<file path="src/sv/assert_macros.svh">
// Assertion macros for the RTL of the frustum cull block.
`ifndef ASSERT_MACROS_SVH
`define ASSERT_MACROS_SVH

// Same-cycle implication, checked at every rising clock edge out of reset.
`define AFC_ASSERT_SAME(label, clk, rst_n, ante, cons) \
    label: assert property (@(posedge clk) disable iff (!rst_n) (ante) |-> (cons)) \
        else $error("same-cycle check failed");

// Next-cycle implication, checked at every rising clock edge out of reset.
`define AFC_ASSERT_NEXT(label, clk, rst_n, ante, cons) \
    label: assert property (@(posedge clk) disable iff (!rst_n) (ante) |=> (cons)) \
        else $error("next-cycle check failed");

`endif

</file>
<file path="src/sv/afc_pkg.sv">
// ----------------------------------------------------------------------------
// afc_pkg
// Types and constants shared by the box versus frustum culling pipeline.
// ----------------------------------------------------------------------------
`default_nettype none

package afc_pkg;

    localparam int NumPlanes = 4;
    localparam int NumAxes   = 3;
    localparam int CoordW    = 20;
    localparam int CompW     = 16;
    localparam int DistW     = 21;
    localparam int NormalW   = NumAxes * CompW;
    localparam int ProdW     = CoordW + CompW;
    localparam int SumW      = ProdW + 2;
    localparam int DistShift = 14;
    localparam int CfgIdxW   = 3;
    localparam int CfgDataW  = NormalW;

    // Configuration register indexes.
    localparam logic [CfgIdxW-1:0] RegPlaneANormal = 3'd0;
    localparam logic [CfgIdxW-1:0] RegPlaneADist   = 3'd1;
    localparam logic [CfgIdxW-1:0] RegPlaneBNormal = 3'd2;
    localparam logic [CfgIdxW-1:0] RegPlaneBDist   = 3'd3;
    localparam logic [CfgIdxW-1:0] RegPlaneCNormal = 3'd4;
    localparam logic [CfgIdxW-1:0] RegPlaneCDist   = 3'd5;
    localparam logic [CfgIdxW-1:0] RegPlaneDNormal = 3'd6;
    localparam logic [CfgIdxW-1:0] RegPlaneDDist   = 3'd7;

    typedef logic signed [CoordW-1:0] coord_t;
    typedef logic signed [CompW-1:0]  comp_t;
    typedef logic signed [DistW-1:0]  dist_t;
    typedef logic signed [ProdW-1:0]  prod_t;
    typedef logic signed [SumW-1:0]   sum_t;

    typedef struct packed {
        coord_t min_x;
        coord_t min_y;
        coord_t min_z;
        coord_t max_x;
        coord_t max_y;
        coord_t max_z;
    } box_t;

    typedef struct packed {
        logic [NormalW-1:0] normal;
        dist_t              distance;
    } plane_t;

    // Load enables for the three datapath stages inside each plane unit.
    typedef struct packed {
        logic s1;
        logic s2;
        logic s3;
    } afc_adv_t;

endpackage

`default_nettype wire

</file>
<file path="src/sv/afc_cfg_regs.sv">
// ----------------------------------------------------------------------------
// afc_cfg_regs
// Holds the normal and distance of the four frustum planes.
// ----------------------------------------------------------------------------
`default_nettype none

module afc_cfg_regs (
    input  wire logic                                      clk,
    input  wire logic                                      rst_n,
    input  wire logic                                      cfg_we,
    input  wire logic [afc_pkg::CfgIdxW-1:0]               cfg_index,
    input  wire logic [afc_pkg::CfgDataW-1:0]              cfg_data,
    output afc_pkg::plane_t [afc_pkg::NumPlanes-1:0]       planes
);
    import afc_pkg::*;

    plane_t [NumPlanes-1:0] planes_reg;
    plane_t [NumPlanes-1:0] planes_next;
    logic   [NormalW-1:0]   normal_val;
    dist_t                  dist_val;

    assign normal_val = cfg_data[NormalW-1:0];
    assign dist_val   = dist_t'(cfg_data[DistW-1:0]);

    always_comb
    begin
        planes_next = planes_reg;
        if (cfg_we)
        begin
            case (cfg_index)
                RegPlaneANormal: planes_next[0].normal   = normal_val;
                RegPlaneADist:   planes_next[0].distance = dist_val;
                RegPlaneBNormal: planes_next[1].normal   = normal_val;
                RegPlaneBDist:   planes_next[1].distance = dist_val;
                RegPlaneCNormal: planes_next[2].normal   = normal_val;
                RegPlaneCDist:   planes_next[2].distance = dist_val;
                RegPlaneDNormal: planes_next[3].normal   = normal_val;
                RegPlaneDDist:   planes_next[3].distance = dist_val;
                default:         planes_next = planes_reg;
            endcase
        end
    end

    always_ff @(posedge clk or negedge rst_n)
    begin
        if (!rst_n)
        begin
            planes_reg <= '0;
        end
        else
        begin
            planes_reg <= planes_next;
        end
    end

    assign planes = planes_reg;

endmodule

`default_nettype wire

</file>
<file path="config.mk">
export PLATFORM = sky130hd
export DESIGN_NAME = afc_cfg_regs
export DESIGN_NICKNAME = d
export VERILOG_FILES = /design/src/sv/assert_macros.svh /design/src/sv/afc_pkg.sv /design/src/sv/afc_cfg_regs.sv
export SDC_FILE = /design/constraint.sdc
export NUM_CORES = 1
export LEC_CHECK = 0
export BUFFER_PORTS_ARGS = -buffer_cell sky130_fd_sc_hd__buf_2
export CAP_MARGIN = 0
export CORE_ASPECT_RATIO = 1.2
export CORE_MARGIN = 4
export CORE_UTILIZATION = 34
export CTS_CLUSTER_SIZE = 8
export DETAILED_ROUTE_END_ITERATION = 10
export PLACE_DENSITY_LB_ADDON = 0.2
export SETUP_SLACK_MARGIN = 0.2
export SLEW_MARGIN = 0
export SYNTH_ARGS = -nofsm -noshare
export SYNTH_HDL_FRONTEND = slang
export SYNTH_SLANG_ARGS = --single-unit
export TNS_END_PERCENT = 20
</file>
<file path="constraint.sdc">
create_clock -name clk -period 2.19 [get_ports clk]
set_clock_uncertainty 0.1 [all_clocks]
set_input_delay 0.438 -clock clk [delete_from_list [all_inputs] [get_ports clk]]
set_output_delay 0.438 -clock clk [all_outputs]
set_load 0.05 [all_outputs]
</file>
After elaboration in Yosys (flattened, before gate mapping):

Cells that the tools add are included.

* flip-flop bits (word level): 276
* output and inout port bits: 276
* logic and storage cells: 24
* input port bits: 54

* equal/unequal tests: 7
* reduce and logical (&&, ||, !) cells: 9

Operators by type and width (number)
* $reduce_and A2 Y1: 8
* $eq A3 B3 Y1 const B: 4
* $eq A3 B2 Y1 const B: 2
* $eq A3 B1 Y1 const B: 1
* $logic_not A3 Y1: 1

Longest topological paths before layout:

* depth in word-level cells: 2
* gate-level depth with buffers: 4
* depth with buffers taken out: 2

Least setup slack after synthesis:

No wires, ideal clock.

* kind: input to register
* start: input port cfg_index[1] (netlist bit)
* end: register planes_reg (netlist bit planes[32])
* arrival: 1.426 ns
* path slack: 0.539 ns
* stages on the path: 4
* setup time: 0.125 ns
* data required time: 1.965 ns
* buffers on the path: 2
* path through: nor4b_2 buf_4 buf_6 mux2_2

* word-level cells in the longest chain between the ends: 2

RTL lines
* start, declared: RTL line afc_cfg_regs.sv:11 `input wire logic [afc_pkg::CfgIdxW-1:0] cfg_index,`
* $logic_not A3 Y1: RTL line afc_cfg_regs.sv:30 `case (cfg_index)`
* $reduce_and A2 Y1 (no line)
* end signal, assigned: RTL line afc_cfg_regs.sv:52 `planes_reg <= planes_next;`
* end, declared: RTL line afc_cfg_regs.sv:17 `plane_t [NumPlanes-1:0] planes_reg;`

Every way passes these cells.
A chain may end at the register's enable or synchronous reset.

Final worst setup path:

* start: register planes_reg (netlist bit planes[175])
* end: output port planes[175] (netlist bit)

RTL lines
* end, declared: RTL line afc_cfg_regs.sv:13 `output afc_pkg::plane_t [afc_pkg::NumPlanes-1:0] planes`

No word-level cell between the ends.

==> out/metrics.cfg <==
[sta]
period_needed_ns=1.69
fmaxAchievable_mhz=591
max_slew.worst_pin.slew_ns=0.530
setup_viol=0
hold_ws_ns=0.0964
hold_viol=0
finalSetupTns_ns=0
slew_violations=0
min_period_over_period_pct=77.3
rsz0062_at_grt=no
timing.slew.headroom_pct=64.7

[setup_path]
crit_type=flop to output pin
rr_worst_depth=1
critPathCaptureType=output pin
crit_path_max_incr_delay_ns=0.36
rrSetupSlack_ns=1.28
worst-path-max-fanout=2
startpoint_type=flop
r2r_end=planes[271]$_DFFE_PN0P_
crit_required_ns=1.65
worstPathArrival_ns=1.15
crit_family=flip-flops
worst_path_max_delay_cell=dfrtp_1
crit_buf_inv=1
r2r-start=planes[271]$_DFFE_PN0P_
crit_chain=buf_2

[global_routing]
grt_max_degree=61
track_usage_pct=15.9
grt_pass1_wl_mm=41.8
antenna_found_initial=0
first_global_vias=6855
grt_overflow=0

[power_and_ir_drop]
p_total_mw=19.1
p_per_area_nw_per_um2=1380
p_leak_nw=6.63
irDropWorstVdd_v=0.000678

[logic_synthesis]
ys_warn_count=0
synthAdderAreaFrac_pct=0
syn-num-nets=642
synth-simple-area-share_pct=0.814
syn_area_per_cell_um2=17.8
ys_seq_area_share_pct=66.1
ys_ff_latch=276
synth_top_family_by_area=multiplexers
synth_compound_area_share_pct=0
synthesis.area_um2=10400
synth_cells=588
synthDistinctLibCells=12
muxShareOfSynthArea_pct=31.2
synthXorXnorAreaFrac_pct=0

[cts]
clkSinkCount=276
cts_tree=done
cts_setup_buffers=0
cts_resized=0
htree_levels=2
worst_setup_hold_path_clk_slew_ns=0.05
clock_latency_ns=0.50
cts_root_buf=clkbuf_16
cts_buffer_depth=3
cts_buffers=40
holdBufCountCts=1

[floorplan]
fp.dieH_um=200
num_rows=70
ios=330
start_util_pct=34.4
die-area_um2=33600
die_w_um=168
core_region_area_um2=30400

[route]
wl_per_cell_um=20.2
via_per_inst=4.72
first_iter_violations=186
vias=6372
first_pass_iters=4
antenna_left=0
drc=0
wl_mm=27.3

[place]
gp_congestion=0.723
dpl.hpwl_mm=18.7
io_buffers=329

[final_layout]
drive_gt1_share_pct=68.0
layout.nets=1007
multiInputGateArea_um2=3360
syn_to_final_growth_pct=32.1
nFillCells=2744
antenna_cells=0
largest_reg_flops=276
ff_latch_area_um2=6910

[worst_hold_path]
hold_depth=2
hp-class=input port to flop
hold_end=planes[258]$_DFFE_PN0P_
hp-start=cfg_data[30]

[flow_run]
cap_violations=0

[status]
status=finished, final reports clean

synth_stat cells, drive strengths merged:
library cell	n	share of area [%]
and4bb	3	0.36
buf	28	1.9
dfrtp	276	66
mux2	276	31
nand4	1	0.060
nand4b	3	0.25
nor4b	1	0.14
placed cells by master, fill, tap and decap left out:
cell	count
nand4_1	1
buf_8	1
buf_12	13
mux2_4	40
nand4b_1	3
and4bb_2	1
buf_4	8
nor4b_4	1
dfrtp_1	276
buf_2	328
mux2_1	24
dlygate4sd3_1	1
mux2_2	212
clkbuf_16	41
and4bb_4	2
bufinv_16	1
stage by stage:
step	instance area (um2)	setup WS, ns	cells	utilization (%)
2_1_floorplan	10400	0.539	588	-
3_3_place_gp	12700	0.319	1306	41.9
3_5_place_dp	12700	0.292	1306	41.9
4_1_cts	13800	0.468	1349	45.4
5_1_grt	13800	0.437	1349	45.4
6_report	13800	0.497	1349	45.4
layer usage:
layer  track usage, %  vias up  wire length, um
li1                 -     2818                -
met1             20.0     3267            11200
met2             25.7      237            12800
met3             6.36       50             2550
met4             4.69        0              659
met5                0        -                0
worst max path at each step:
| stage | from | endpoint | slack, ns | cells past startpoint |
|---|---|---|---|---|
| 4_1_cts | planes[175]$_DFFE_PN0P_ | planes[175] | 0.47 | 1 |
| 5_1_grt | planes[171]$_DFFE_PN0P_ | planes[171] | 0.44 | 1 |
| 6_report | planes[175]$_DFFE_PN0P_ | planes[175] | 0.50 | 1 |
| 3_5_place_dp | cfg_index[1] | planes[60]$_DFFE_PN0P_ | 0.29 | 4 |
| 2_1_floorplan | cfg_index[1] | planes[32]$_DFFE_PN0P_ | 0.54 | 4 |
| 3_3_place_gp | cfg_index[1] | planes[59]$_DFFE_PN0P_ | 0.32 | 4 |
report_power, final:
| group | internal (mW) | total [mW] | switching (mW) |
|---|---|---|---|
| sequential | 6.24 | 6.79 | 0.551 |
| clock | 3.37 | 5.37 | 1.99 |
| combinational | 1.75 | 6.95 | 5.21 |
| total | 11.4 | 19.1 | 7.75 |
kinds of logic after synthesis:
family | Yosys count
buffers and inverters | 28
DFF | 276
muxes | 276
and+or+nand+nor | 8
cell type report:
class | instances | area share [%]
Sequential cell | 276 | 50.0
Multi-Input combinational cell | 284 | 24.3
Timing Repair Buffer | 351 | 14.4
Clock buffer | 41 | 7.43
Tap cell | 396 | 3.59
Clock inverter | 1 | 0.218
Note: power is estimated with default switching activity, not from simulation.
